==> src/hdl/att_pkg.sv <==
// ----------------------------------------------------------------------------
// att_pkg
// Shared widths, constants and helpers for the accelerometer tilt-angle block.
// ----------------------------------------------------------------------------
package att_pkg;

  localparam int unsigned SAMPLE_WIDTH    = 16;
  localparam int unsigned ANGLE_FRAC_BITS = 8;
  localparam int unsigned OUT_W           = 16;

  // magnitude of a sample, sum of two squares
  localparam int unsigned MAG_W = SAMPLE_WIDTH;
  localparam int unsigned SQ_W  = 2 * SAMPLE_WIDTH - 1;
  localparam int unsigned S_W   = 2 * SAMPLE_WIDTH;
  localparam int unsigned LEN_W = $clog2(S_W + 1);

  // normalised operands: radicand below 2^62, numerator below 2^40
  localparam int unsigned RAD_W      = 62;
  localparam int unsigned ROOT_W     = RAD_W / 2;
  localparam int unsigned VY_W       = 40;
  localparam int unsigned P_W        = 5;
  localparam int unsigned P_MAX      = 29;
  localparam int unsigned SQRT_STEPS = ROOT_W;

  // CORDIC datapath
  localparam int unsigned CW          = 44;
  localparam int unsigned ACC_W       = 26;
  localparam int unsigned ATAN_STEPS  = 23;
  localparam int unsigned ACC_FRAC    = 16;
  localparam logic [ACC_W-1:0] RIGHT_ANGLE = ACC_W'(90) << ACC_FRAC;

  localparam logic [ACC_W-1:0] ATAN_TAB [ATAN_STEPS] = '{
    ACC_W'(2949120), ACC_W'(1740967), ACC_W'(919879), ACC_W'(466945),
    ACC_W'(234379),  ACC_W'(117304),  ACC_W'(58666),  ACC_W'(29335),
    ACC_W'(14668),   ACC_W'(7334),    ACC_W'(3667),   ACC_W'(1833),
    ACC_W'(917),     ACC_W'(458),     ACC_W'(229),    ACC_W'(115),
    ACC_W'(57),      ACC_W'(29),      ACC_W'(14),     ACC_W'(7),
    ACC_W'(4),       ACC_W'(2),       ACC_W'(1)
  };

  localparam int unsigned FRONT_STAGES  = 2;
  localparam int unsigned SQRT_STAGES   = 1 + SQRT_STEPS;
  localparam int unsigned CORDIC_STAGES = ATAN_STEPS + 1;
  localparam int unsigned PIPE_DEPTH    = FRONT_STAGES + SQRT_STAGES + CORDIC_STAGES;

  typedef struct packed {
    logic za;    // numerator is zero
    logic zs;    // radicand is zero
    logic neg;   // negate the result
    logic comp;  // result is the complement to ninety degrees
  } lane_flags_t;

  function automatic logic [LEN_W-1:0] bit_len(input logic [S_W-1:0] v);
    logic [LEN_W-1:0] len;
    len = '0;
    for (int i = 0; i < S_W; i++) begin
      if (v[i]) len = LEN_W'(i + 1);
    end
    return len;
  endfunction

endpackage

==> src/hdl/att_front.sv <==
// ----------------------------------------------------------------------------
// att_front
// Sample magnitudes and signs, then squares and per-lane radicands.
// ----------------------------------------------------------------------------
module att_front (
  input  logic                              clk_i,
  input  logic                              en_i,
  input  logic signed [att_pkg::SAMPLE_WIDTH-1:0] x_i,
  input  logic signed [att_pkg::SAMPLE_WIDTH-1:0] y_i,
  input  logic signed [att_pkg::SAMPLE_WIDTH-1:0] z_i,
  output logic [att_pkg::MAG_W-1:0]         a_o     [3],
  output logic [att_pkg::S_W-1:0]           s_o     [3],
  output att_pkg::lane_flags_t              flags_o [3]
);
  import att_pkg::*;

  logic [MAG_W-1:0] m_q   [3];
  logic             neg_q [3];
  logic [SQ_W-1:0]  sq    [3];

  always_ff @(posedge clk_i) begin
    if (en_i) begin
      m_q[0]   <= x_i[SAMPLE_WIDTH-1] ? MAG_W'(-x_i) : MAG_W'(x_i);
      m_q[1]   <= y_i[SAMPLE_WIDTH-1] ? MAG_W'(-y_i) : MAG_W'(y_i);
      m_q[2]   <= z_i[SAMPLE_WIDTH-1] ? MAG_W'(-z_i) : MAG_W'(z_i);
      neg_q[0] <= x_i[SAMPLE_WIDTH-1];
      neg_q[1] <= y_i[SAMPLE_WIDTH-1];
      neg_q[2] <= z_i[SAMPLE_WIDTH-1];
    end
  end

  always_comb begin
    for (int i = 0; i < 3; i++) begin
      sq[i] = SQ_W'(S_W'(m_q[i]) * S_W'(m_q[i]));
    end
  end

  // lane k: numerator is axis k, radicand the other two squares
  always_ff @(posedge clk_i) begin
    if (en_i) begin
      a_o[0] <= m_q[0];
      a_o[1] <= m_q[1];
      a_o[2] <= m_q[2];
      s_o[0] <= S_W'(sq[1]) + S_W'(sq[2]);
      s_o[1] <= S_W'(sq[0]) + S_W'(sq[2]);
      s_o[2] <= S_W'(sq[0]) + S_W'(sq[1]);
      flags_o[0] <= '{za: (m_q[0] == '0), zs: (m_q[1] == '0) && (m_q[2] == '0),
                      neg: neg_q[0], comp: 1'b0};
      flags_o[1] <= '{za: (m_q[1] == '0), zs: (m_q[0] == '0) && (m_q[2] == '0),
                      neg: neg_q[1], comp: 1'b0};
      flags_o[2] <= '{za: (m_q[2] == '0), zs: (m_q[0] == '0) && (m_q[1] == '0),
                      neg: neg_q[2], comp: 1'b1};
    end
  end

endmodule

==> config.mk <==
export PLATFORM = sky130hd
export DESIGN_NAME = att_front
export DESIGN_NICKNAME = d
export VERILOG_FILES = /design/src/hdl/att_pkg.sv /design/src/hdl/att_front.sv
export SDC_FILE = /design/constraint.sdc
export NUM_CORES = 2
export LEC_CHECK = 0
export BUFFER_PORTS_ARGS = -buffer_cell sky130_fd_sc_hd__buf_2
export CAP_MARGIN = 25
export CORE_ASPECT_RATIO = 1.2
export CORE_MARGIN = 10
export CORE_UTILIZATION = 35
export CTS_CLUSTER_SIZE = 40
export DETAILED_ROUTE_END_ITERATION = 10
export HOLD_SLACK_MARGIN = 0.08
export PLACE_DENSITY_LB_ADDON = 0.05
export SYNTH_ARGS = -nofsm -noshare
export SYNTH_HDL_FRONTEND = slang
export SYNTH_SLANG_ARGS = --single-unit
==> constraint.sdc <==
create_clock -name clk_i -period 15 [get_ports clk_i]
set_input_delay 3 -clock clk_i [delete_from_list [all_inputs] [get_ports clk_i]]
set_output_delay 3 -clock clk_i [all_outputs]
set_load 0.02 [all_outputs]
==> metrics.cfg <==
[worst_setup_path]
start_kind=register
critical_path_required_ps=15340
crit_fanout=14
path_common_cell=fa_1
endpoint_kind=register
cpPeakStageDelay_ps=800
slowest_stage=edfxtp_1
cp.arrival_ps=9690
crit_type=register to register

[timing]
maxSlewHeadroom=0.352
worst_pin_slew_ps=969
period_needed_ps=9350
fin_skew_ps=32.5
period_share=0.624
slew_viol_final=0
fin_tns_setup_ps=0
rsz0062_at_grt=false
fmax_ghz=0.107
final-setup-viol-count=0
hold_viol=0

[grt]
first_global_vias=25926
antenna_found_initial=3
grt_max_degree=94
grt_overflow=0
grt_pass1_wl_mm=148
grt_util_all_layers=0.176

[clock_network]
cts_tree=done
insertion_delay_ps=620
cts_buffers=28
cts_buffer_depth=3
cts_resized=0
clock_sinks=204
cts-root-buf=clkbuf_16
cts_hold_buf=0
h-tree-depth=1
clk_pin_slew_ps=60
cts_setup_buffers=0

[detailed_routing]
ant_nets=0
vias_per_cell=4.90
drt_iter0_drc=964
routedWlPerCell_um=19.3
drt_wl_total_mm=93.4
vias=23686
drt_drc_violations_left=0
first_pass_iters=5

[die]
ioPinCount=206
initial_utilization=0.351
core-area_um2=93600
die_y_um=356
dieArea_um2=107000
fp.dieW_um=300
rows=123

[synth]
synth.area.top_cells=fa_1 30%, edfxtp_1 19%, ha_1 15%
yosys_warnings=0
synthArstFlopShare=0
yosysTopAreaCellShare=0.298
ys_top_cells_by_count=746 x inv_1, 489 x fa_1, 389 x ha_1
ys_seq_elements=204
ys_seq_area_frac=0.186
synth.largest_area_cell=fa_1
synthCells=3387
synthFlopType=edfxtp_1
synth-edff-count=204
syn_area_per_cell_um2=9.71
yosysMostFrequentCell=inv_1
yosysUniqueCellTypes=87
synth_area_um2=32900

[cells_and_area]
drive_gt1_frac=0.0862
num-fill-cells=9586
ff_latch_area_um2=6130
syn_to_final_growth_pct=10.1
multi_input_area_um2=23700
fin_nets=4490

[place]
place_congestion=0.857
port_buffers=202
place_hpwl_mm=78.2

[status]
status=finished clean

[worst_hold_path]
hold_path.class=register to register

[job]
max_cap_violations=0

cell type report:
type                       count  share of cell area
clock buffer                  31              0.0197
clock inverter                21             0.00536
antenna                        4            0.000276
multi-input combinational   2366               0.654
inverter                     746              0.0773
timing repair buffer         216              0.0311
tap                         1250              0.0432
sequential                   204               0.169
cells in the final DEF (no fill, tap or decap), types with 8 or more instances in the layout:
master,netlist,routed
clkbuf_16,0,28
or3_1,13,13
o21ai_1,9,9
nand4_1,13,13
nor4_1,21,21
fa_1,489,489
nand2b_1,29,29
o21ai_0,87,87
a211oi_1,18,18
nand2_1,282,282
inv_1,746,746
buf_2,2,201
xor2_1,37,37
or2_2,11,11
a21boi_0,8,8
ha_1,389,389
and2_1,121,121
xnor2_1,182,182
edfxtp_1,204,204
nor3_1,28,28
o21a_1,27,27
a21oi_1,129,129
o211ai_1,14,14
o41ai_1,8,8
nand3_1,25,25
o21bai_1,15,15
nor2_1,158,158
and3_1,19,19
a31oi_1,14,14
o31ai_1,12,12
nor2b_1,36,36
buf_4,3,14
a21o_1,67,67
cell families (layout without fill, tap and decap cells):
family / Yosys count / in the layout / share of synthesized area
mux: 4 / 4 / 0.00145
buf+inv: 818 / 1014 / 0.0938
fa+ha+maj: 878 / 878 / 0.446
compound gates: 477 / 477 / 0.0972
simple gates: 783 / 783 / 0.116
xor+xnor: 221 / 221 / 0.0593
other cells: 2 / 7 / 0.000228
flops: 204 / 204 / 0.186
metal layers:
layer / routed length, µm / up-vias / global-route usage
met2: 46100 / 441 / 0.307
met5: 21 / - / 0
met1: 40800 / 11903 / 0.226
met4: 2370 / 4 / 0.0436
li1: - / 11229 / -
met3: 4100 / 109 / 0.0260
through the flow:
stage / setup WS (ps) / hold slack (ps) / instances / utilization / instance area (µm²)
after floorplan: 7120 / 400 / 3388 / - / 32900
final: 5650 / 419 / 4838 / 0.387 / 36200
after global routing: 4900 / 442 / 4834 / 0.387 / 36200
after global placement: 5670 / 406 / 4782 / 0.377 / 35300
after detailed placement: 5530 / 408 / 4782 / 0.377 / 35300
after CTS: 5450 / 422 / 4834 / 0.387 / 36200
registers in the layout, summed over array words and instances (netlist names):
name and cells:
s_o 96, a_o 48, m_q 48, flags_o 9
neg_q 3
path summary, 6_finish.rpt:
| kind | to | slack [ps] | from | cells after the start |
|---|---|---|---|---|
| worst min-delay path | flags_o[1]$_DFFE_PP_ | 420 | neg_q[0][2]$_DFFE_PP_ | 0 |
| worst min register to register | flags_o[1]$_DFFE_PP_ | 420 | neg_q[0][2]$_DFFE_PP_ | 0 |
| worst max register to register | s_o[94]$_DFFE_PP_ | 5650 | m_q[0][44]$_DFFE_PP_ | 30 |
| worst max-delay path | s_o[94]$_DFFE_PP_ | 5650 | m_q[0][44]$_DFFE_PP_ | 30 |
critical path: cells and delay by family (launching register included):
| family | cells | cell delay (ps) |
|---|---|---|
| buf+inv | 4 | 510 |
| fa+ha+maj | 8 | 3570 |
| xor+xnor | 2 | 330 |
| flops | 1 | 800 |
| simple gates | 6 | 1020 |
| compound gates | 10 | 2850 |
Power is not shown: default switching activity piles up to over one toggle a cycle in this logic, so the estimate is an artifact.
