<file path="config.mk">
export PLATFORM = sky130hd
export DESIGN_NAME = att_sqrt
export DESIGN_NICKNAME = d
export VERILOG_FILES = /design/src/hdl/att_pkg.sv /design/src/hdl/att_sqrt.sv
export SDC_FILE = /design/constraint.sdc
export NUM_CORES = 2
export LEC_CHECK = 0
export BUFFER_PORTS_ARGS = -buffer_cell sky130_fd_sc_hd__buf_4
export CORE_ASPECT_RATIO = 1.5
export CORE_MARGIN = 8
export CORE_UTILIZATION = 60
export CTS_CLUSTER_DIAMETER = 150
export DETAILED_ROUTE_END_ITERATION = 10
export HOLD_SLACK_MARGIN = 0.06
export PLACE_DENSITY = 0.73
export RECOVER_POWER = 50
export SETUP_SLACK_MARGIN = 0.1
export SLEW_MARGIN = 20
export SYNTH_ARGS = -nofsm -noshare
export SYNTH_HDL_FRONTEND = slang
export SYNTH_MEMORY_MAX_BITS = 65536
export SYNTH_SLANG_ARGS = --single-unit
</file>
<file path="constraint.sdc">
create_clock -name clk_i -period 7.55 [get_ports clk_i]
set_clock_uncertainty 0.2 [all_clocks]
set_input_delay 0.755 -clock clk_i [delete_from_list [all_inputs] [get_ports clk_i]]
set_output_delay 0.755 -clock clk_i [all_outputs]
set_load 0.02 [all_outputs]
</file>
<file path="src/hdl/att_pkg.sv">
// ----------------------------------------------------------------------------
// att_pkg
// Shared widths, constants and helpers for the accelerometer tilt-angle block.
// ----------------------------------------------------------------------------
package att_pkg;

  localparam int unsigned SAMPLE_WIDTH    = 16;
  localparam int unsigned ANGLE_FRAC_BITS = 8;
  localparam int unsigned OUT_W           = 16;

  // magnitude of a sample, sum of two squares
  localparam int unsigned MAG_W = SAMPLE_WIDTH;
  localparam int unsigned SQ_W  = 2 * SAMPLE_WIDTH - 1;
  localparam int unsigned S_W   = 2 * SAMPLE_WIDTH;
  localparam int unsigned LEN_W = $clog2(S_W + 1);

  // normalised operands: radicand below 2^62, numerator below 2^40
  localparam int unsigned RAD_W      = 62;
  localparam int unsigned ROOT_W     = RAD_W / 2;
  localparam int unsigned VY_W       = 40;
  localparam int unsigned P_W        = 5;
  localparam int unsigned P_MAX      = 29;
  localparam int unsigned SQRT_STEPS = ROOT_W;

  // CORDIC datapath
  localparam int unsigned CW          = 44;
  localparam int unsigned ACC_W       = 26;
  localparam int unsigned ATAN_STEPS  = 23;
  localparam int unsigned ACC_FRAC    = 16;
  localparam logic [ACC_W-1:0] RIGHT_ANGLE = ACC_W'(90) << ACC_FRAC;

  localparam logic [ACC_W-1:0] ATAN_TAB [ATAN_STEPS] = '{
    ACC_W'(2949120), ACC_W'(1740967), ACC_W'(919879), ACC_W'(466945),
    ACC_W'(234379),  ACC_W'(117304),  ACC_W'(58666),  ACC_W'(29335),
    ACC_W'(14668),   ACC_W'(7334),    ACC_W'(3667),   ACC_W'(1833),
    ACC_W'(917),     ACC_W'(458),     ACC_W'(229),    ACC_W'(115),
    ACC_W'(57),      ACC_W'(29),      ACC_W'(14),     ACC_W'(7),
    ACC_W'(4),       ACC_W'(2),       ACC_W'(1)
  };

  localparam int unsigned FRONT_STAGES  = 2;
  localparam int unsigned SQRT_STAGES   = 1 + SQRT_STEPS;
  localparam int unsigned CORDIC_STAGES = ATAN_STEPS + 1;
  localparam int unsigned PIPE_DEPTH    = FRONT_STAGES + SQRT_STAGES + CORDIC_STAGES;

  typedef struct packed {
    logic za;    // numerator is zero
    logic zs;    // radicand is zero
    logic neg;   // negate the result
    logic comp;  // result is the complement to ninety degrees
  } lane_flags_t;

  function automatic logic [LEN_W-1:0] bit_len(input logic [S_W-1:0] v);
    logic [LEN_W-1:0] len;
    len = '0;
    for (int i = 0; i < S_W; i++) begin
      if (v[i]) len = LEN_W'(i + 1);
    end
    return len;
  endfunction

endpackage

</file>
<file path="src/hdl/att_sqrt.sv">
// ----------------------------------------------------------------------------
// att_sqrt
// Operand normalisation and a pipelined restoring square root, one root
// bit per stage.
// ----------------------------------------------------------------------------
module att_sqrt (
  input  logic                         clk_i,
  input  logic                         en_i,
  input  logic [att_pkg::MAG_W-1:0]    a_i,
  input  logic [att_pkg::S_W-1:0]      s_i,
  input  att_pkg::lane_flags_t         flags_i,
  output logic [att_pkg::ROOT_W-1:0]   root_o,
  output logic [att_pkg::VY_W-1:0]     vy_o,
  output att_pkg::lane_flags_t         flags_o
);
  import att_pkg::*;

  logic [LEN_W-1:0]  len_s, len_a;
  logic [6:0]        p_s, p_a, p_min;
  logic [P_W-1:0]    p;

  logic [RAD_W-1:0]  rem_q   [SQRT_STEPS];
  logic [ROOT_W-1:0] root_q  [SQRT_STEPS+1];
  logic [VY_W-1:0]   vy_q    [SQRT_STEPS+1];
  lane_flags_t       flags_q [SQRT_STEPS+1];

  // largest shift below 30 keeping radicand < 2^62 and numerator < 2^40
  always_comb begin
    len_s = bit_len(s_i);
    len_a = bit_len(S_W'(a_i));
    p_s   = ((7'd60 - 7'(len_s)) >> 1) + 7'd1;
    p_a   = 7'd40 - 7'(len_a);
    p_min = 7'(P_MAX);
    if (p_s < p_min) p_min = p_s;
    if (p_a < p_min) p_min = p_a;
    p = P_W'(p_min);
  end

  always_ff @(posedge clk_i) begin
    if (en_i) begin
      rem_q[0]   <= RAD_W'(s_i) << {p, 1'b0};
      root_q[0]  <= '0;
      vy_q[0]    <= VY_W'(a_i) << p;
      flags_q[0] <= flags_i;
    end
  end

  for (genvar j = 0; j < SQRT_STEPS; j++) begin : g_step
    localparam int unsigned B = SQRT_STEPS - 1 - j;
    logic [RAD_W-1:0] trial;
    logic             take;

    assign trial = (RAD_W'(root_q[j]) << (B + 1)) + (RAD_W'(1) << (2 * B));
    assign take  = rem_q[j] >= trial;

    always_ff @(posedge clk_i) begin
      if (en_i) begin
        root_q[j+1]  <= take ? (root_q[j] | (ROOT_W'(1) << B)) : root_q[j];
        vy_q[j+1]    <= vy_q[j];
        flags_q[j+1] <= flags_q[j];
      end
    end

    if (j < SQRT_STEPS - 1) begin : g_rem
      always_ff @(posedge clk_i) begin
        if (en_i) begin
          rem_q[j+1] <= take ? (rem_q[j] - trial) : rem_q[j];
        end
      end
    end
  end

  assign root_o  = root_q[SQRT_STEPS];
  assign vy_o    = vy_q[SQRT_STEPS];
  assign flags_o = flags_q[SQRT_STEPS];

endmodule

</file>
==> results.md <==
- Most frequent cells in the layout: 3826 x edfxtp_1, 742 x inv_1, 662 x nand2_1
- Max Fclk: 157 MHz
- Fin crit share: 84.2%
- Post-DP HPWL: 243000 um
- CTS tree: built
- DR iter-0 viols: 5808
- Starting Density: 60.1%
- Status: finished with violations
- Top-area cell type share of the netlist area: 72.7%
- Final-report hold violation count: 0
- Endpoints failing setup: 0
- Vias: 87.2k
- Bufs and invs on worst path: 3
- Synth Flop Type: edfxtp_1
- Slew headroom: -353%
- Critical path startpoint category: input port
- Critical path class: input port to register
- Chip Width: 435 um
- CP arrival: 6.63 ns
- Routed len/inst: 22.7 um
- Slew of the pin with the lowest slew margin: 6.79 ns
- Leakage: 64.8 nW
- Post-cts sizing count: 0
- All-Layer GR Usage: 23.4%
- Vias in the first global route: 91.2k
- Crit path required time: 7.83 ns
- Synth Register Bits: 3826
- Die area: 280000 um2
- Share of layout cells above drive strength 1: 9.01%
- Critical path peak fanout: 129
- Clk_lat worst skew: 0.91 ns
- Pin count of the biggest net entering global routing: 190
- Placer Congestion: 1.01
- EDFF count, synth: 3826
- Antenna violations before repair: 15
- Synthesis warning total: 0
- Cells along the critical path: buf_16, clkbuf_1, buf_12
- Post-synth top area cell: edfxtp_1
- First-pass DRT Iterations: 8
- CP max stage delay: 4.73 ns
- Failing checks: max-capacitance violations, max-slew violations
- Placed insts: 14.3k
- Crit-path slowest cell: clkbuf_1
- Power per cell area: 306 nW/um2
- Die Y: 645 um
- Setup TNS: 0 ns
- Post-Layout Cell Count: 15.0k
- Rows: 231
- Top cells by area, synth: edfxtp_1 73%, ha_1 4.2%, xnor2_1 2.2%
- CP endpoint kind: register
- Buffers on Ports: 128
- Reg clk slew, reported paths: 0.06 ns
- Pins over their slew limit: 1362
- Mapped Area: 158000 um2
- Worst Hold Class: input port to register
- IO Count: 129
- First-pass GRT wire length: 507000 um
- Final ANT Viol Nets: 0
- Most common cell after layout, fill and taps aside: edfxtp_1
- Clock Sinks: 3826
- R2R Setup Slk: 1.75 ns
- Final #Nets: 11.7k
- Register area share after synthesis: 72.7%
- Async SR Flop Fraction: 0%
- Min Clock Period, post-route: 6.35 ns
- Total gr overflow: 0
- CTS root buf: clkbuf_16
- Mapped Avg Cell Area: 14.9 um2
- Worst IR drop on VDD: 0.000270 V
- Clock tree buffer depth: 4
- Syn_nets: 11.2k
- Core ar.: 263000 um2
- CTS buffer count: 345
- CTS H-tree lvls: 5
- Vias per cell: 5.82
- Post-Synthesis Cells: 10.6k
- Post-Route WL: 339000 um
- Drt drc: 0
- RSZ-0062 raised after global routing: false
- Maxcap violations: 14
- Layout area overhead: 11.6%
- CP top delay family: buffers and inverters
- Yosys cell types: 108
state kept, by name, indices dropped and copies added, names as in the netlist:
name     cells
rem_q     1922
vy_q      1280
root_q     496
flags_q    128
timing repair:
item / in CTS / in global routing
endpoints found under the hold margin: 4 / 0
hold buffers: 4 / 0
buffers inserted: 0 / 0
through the flow:
stage | area [um2] | hold WS, ns | utilization (%) | total power, mW | setup WS [ns]
final | 176000 | 0.171 | 67.1 | 54.0 | 1.20
after global routing | 176000 | 0.176 | 67.1 | 56.1 | 0.676
after CTS | 176000 | 0.160 | 67.1 | 54.2 | 1.40
after detailed placement | 165000 | 0.205 | 62.8 | 36.8 | 0.458
after global placement | 165000 | 0.200 | 62.8 | 36.4 | 0.344
after floorplan | 158000 | 0.200 | - | 33.3 | 1.20
report_power, final:
group | switching [mW] | total (mW) | internal [mW]
logic | 5.07 | 8.62 | 3.55
clock network | 7.59 | 17.5 | 9.92
registers | 1.50 | 27.9 | 26.4
total | 14.2 | 54.0 | 39.8
cells in the mapped netlist (25+ instances only):
| cell | number |
|---|---|
| edfxtp_1 | 3826 |
| inv_1 | 742 |
| nand2_1 | 662 |
| nor2_1 | 558 |
| ha_1 | 532 |
| o21ai_0 | 428 |
| a21oi_1 | 423 |
| xnor2_1 | 397 |
| xor2_1 | 360 |
| nor4_1 | 325 |
| nor3_1 | 246 |
| a21o_1 | 220 |
| nand3_1 | 140 |
| nand2b_1 | 136 |
| nand4_1 | 134 |
| clkbuf_1 | 133 |
| mux2i_1 | 122 |
| o31ai_1 | 96 |
| o21a_1 | 94 |
| or3_1 | 91 |
| nor2b_1 | 70 |
| and3_1 | 66 |
| mux2_2 | 66 |
| or4_1 | 55 |
| o21ai_1 | 54 |
| o21bai_1 | 35 |
| a31oi_1 | 34 |
| and2_1 | 34 |
| a211oi_1 | 33 |
| a21boi_0 | 33 |
| nor4b_1 | 31 |
| nand4b_1 | 30 |
| or2_2 | 30 |
| o22ai_1 | 25 |
per-layer routing:
metal | up-vias | global-route usage, % | routed length [um]
li1 | 41100 | - | -
met1 | 42700 | 19.2 | 101000
met2 | 2245 | 48.3 | 196000
met3 | 1070 | 2.90 | 11000
met4 | 0 | 18.1 | 31200
met5 | - | 0 | 0
kinds of logic after synthesis:
logic type / share of synthesized area [%]
xor gates and xnor gates: 4.19
muxes: 1.38
AOI/OAI and AO/OA: 6.61
and+or+nand+nor: 8.68
other: 0.00237
adders and majority gates: 4.21
DFF: 72.7
buffers and inverters: 2.22
worst paths after layout:
check / from / end / depth (start not counted)
worst max register to register: rem_q[4][90] / rem_q[4][181] / 16
worst min-delay path: en_i / flags_q[0][3] / 1
worst max-delay path: en_i / vy_q[2][4] / 3
worst min register to register: vy_q[13][39] / vy_q[14][39] / 0
cell type report:
cell class                      count  area (um2)
Tap cell                         3495        4370
Inverter                          742        2790
Multi-Input combinational cell   5845       39800
Clock buffer                      400        8920
Fill cell                       17600       86600
Clock inverter                    221        2290
Timing Repair Buffer              386        3190
Sequential cell                  3826      115000
Antenna cell                       70         175
Power figures use the tool's default switching activity.
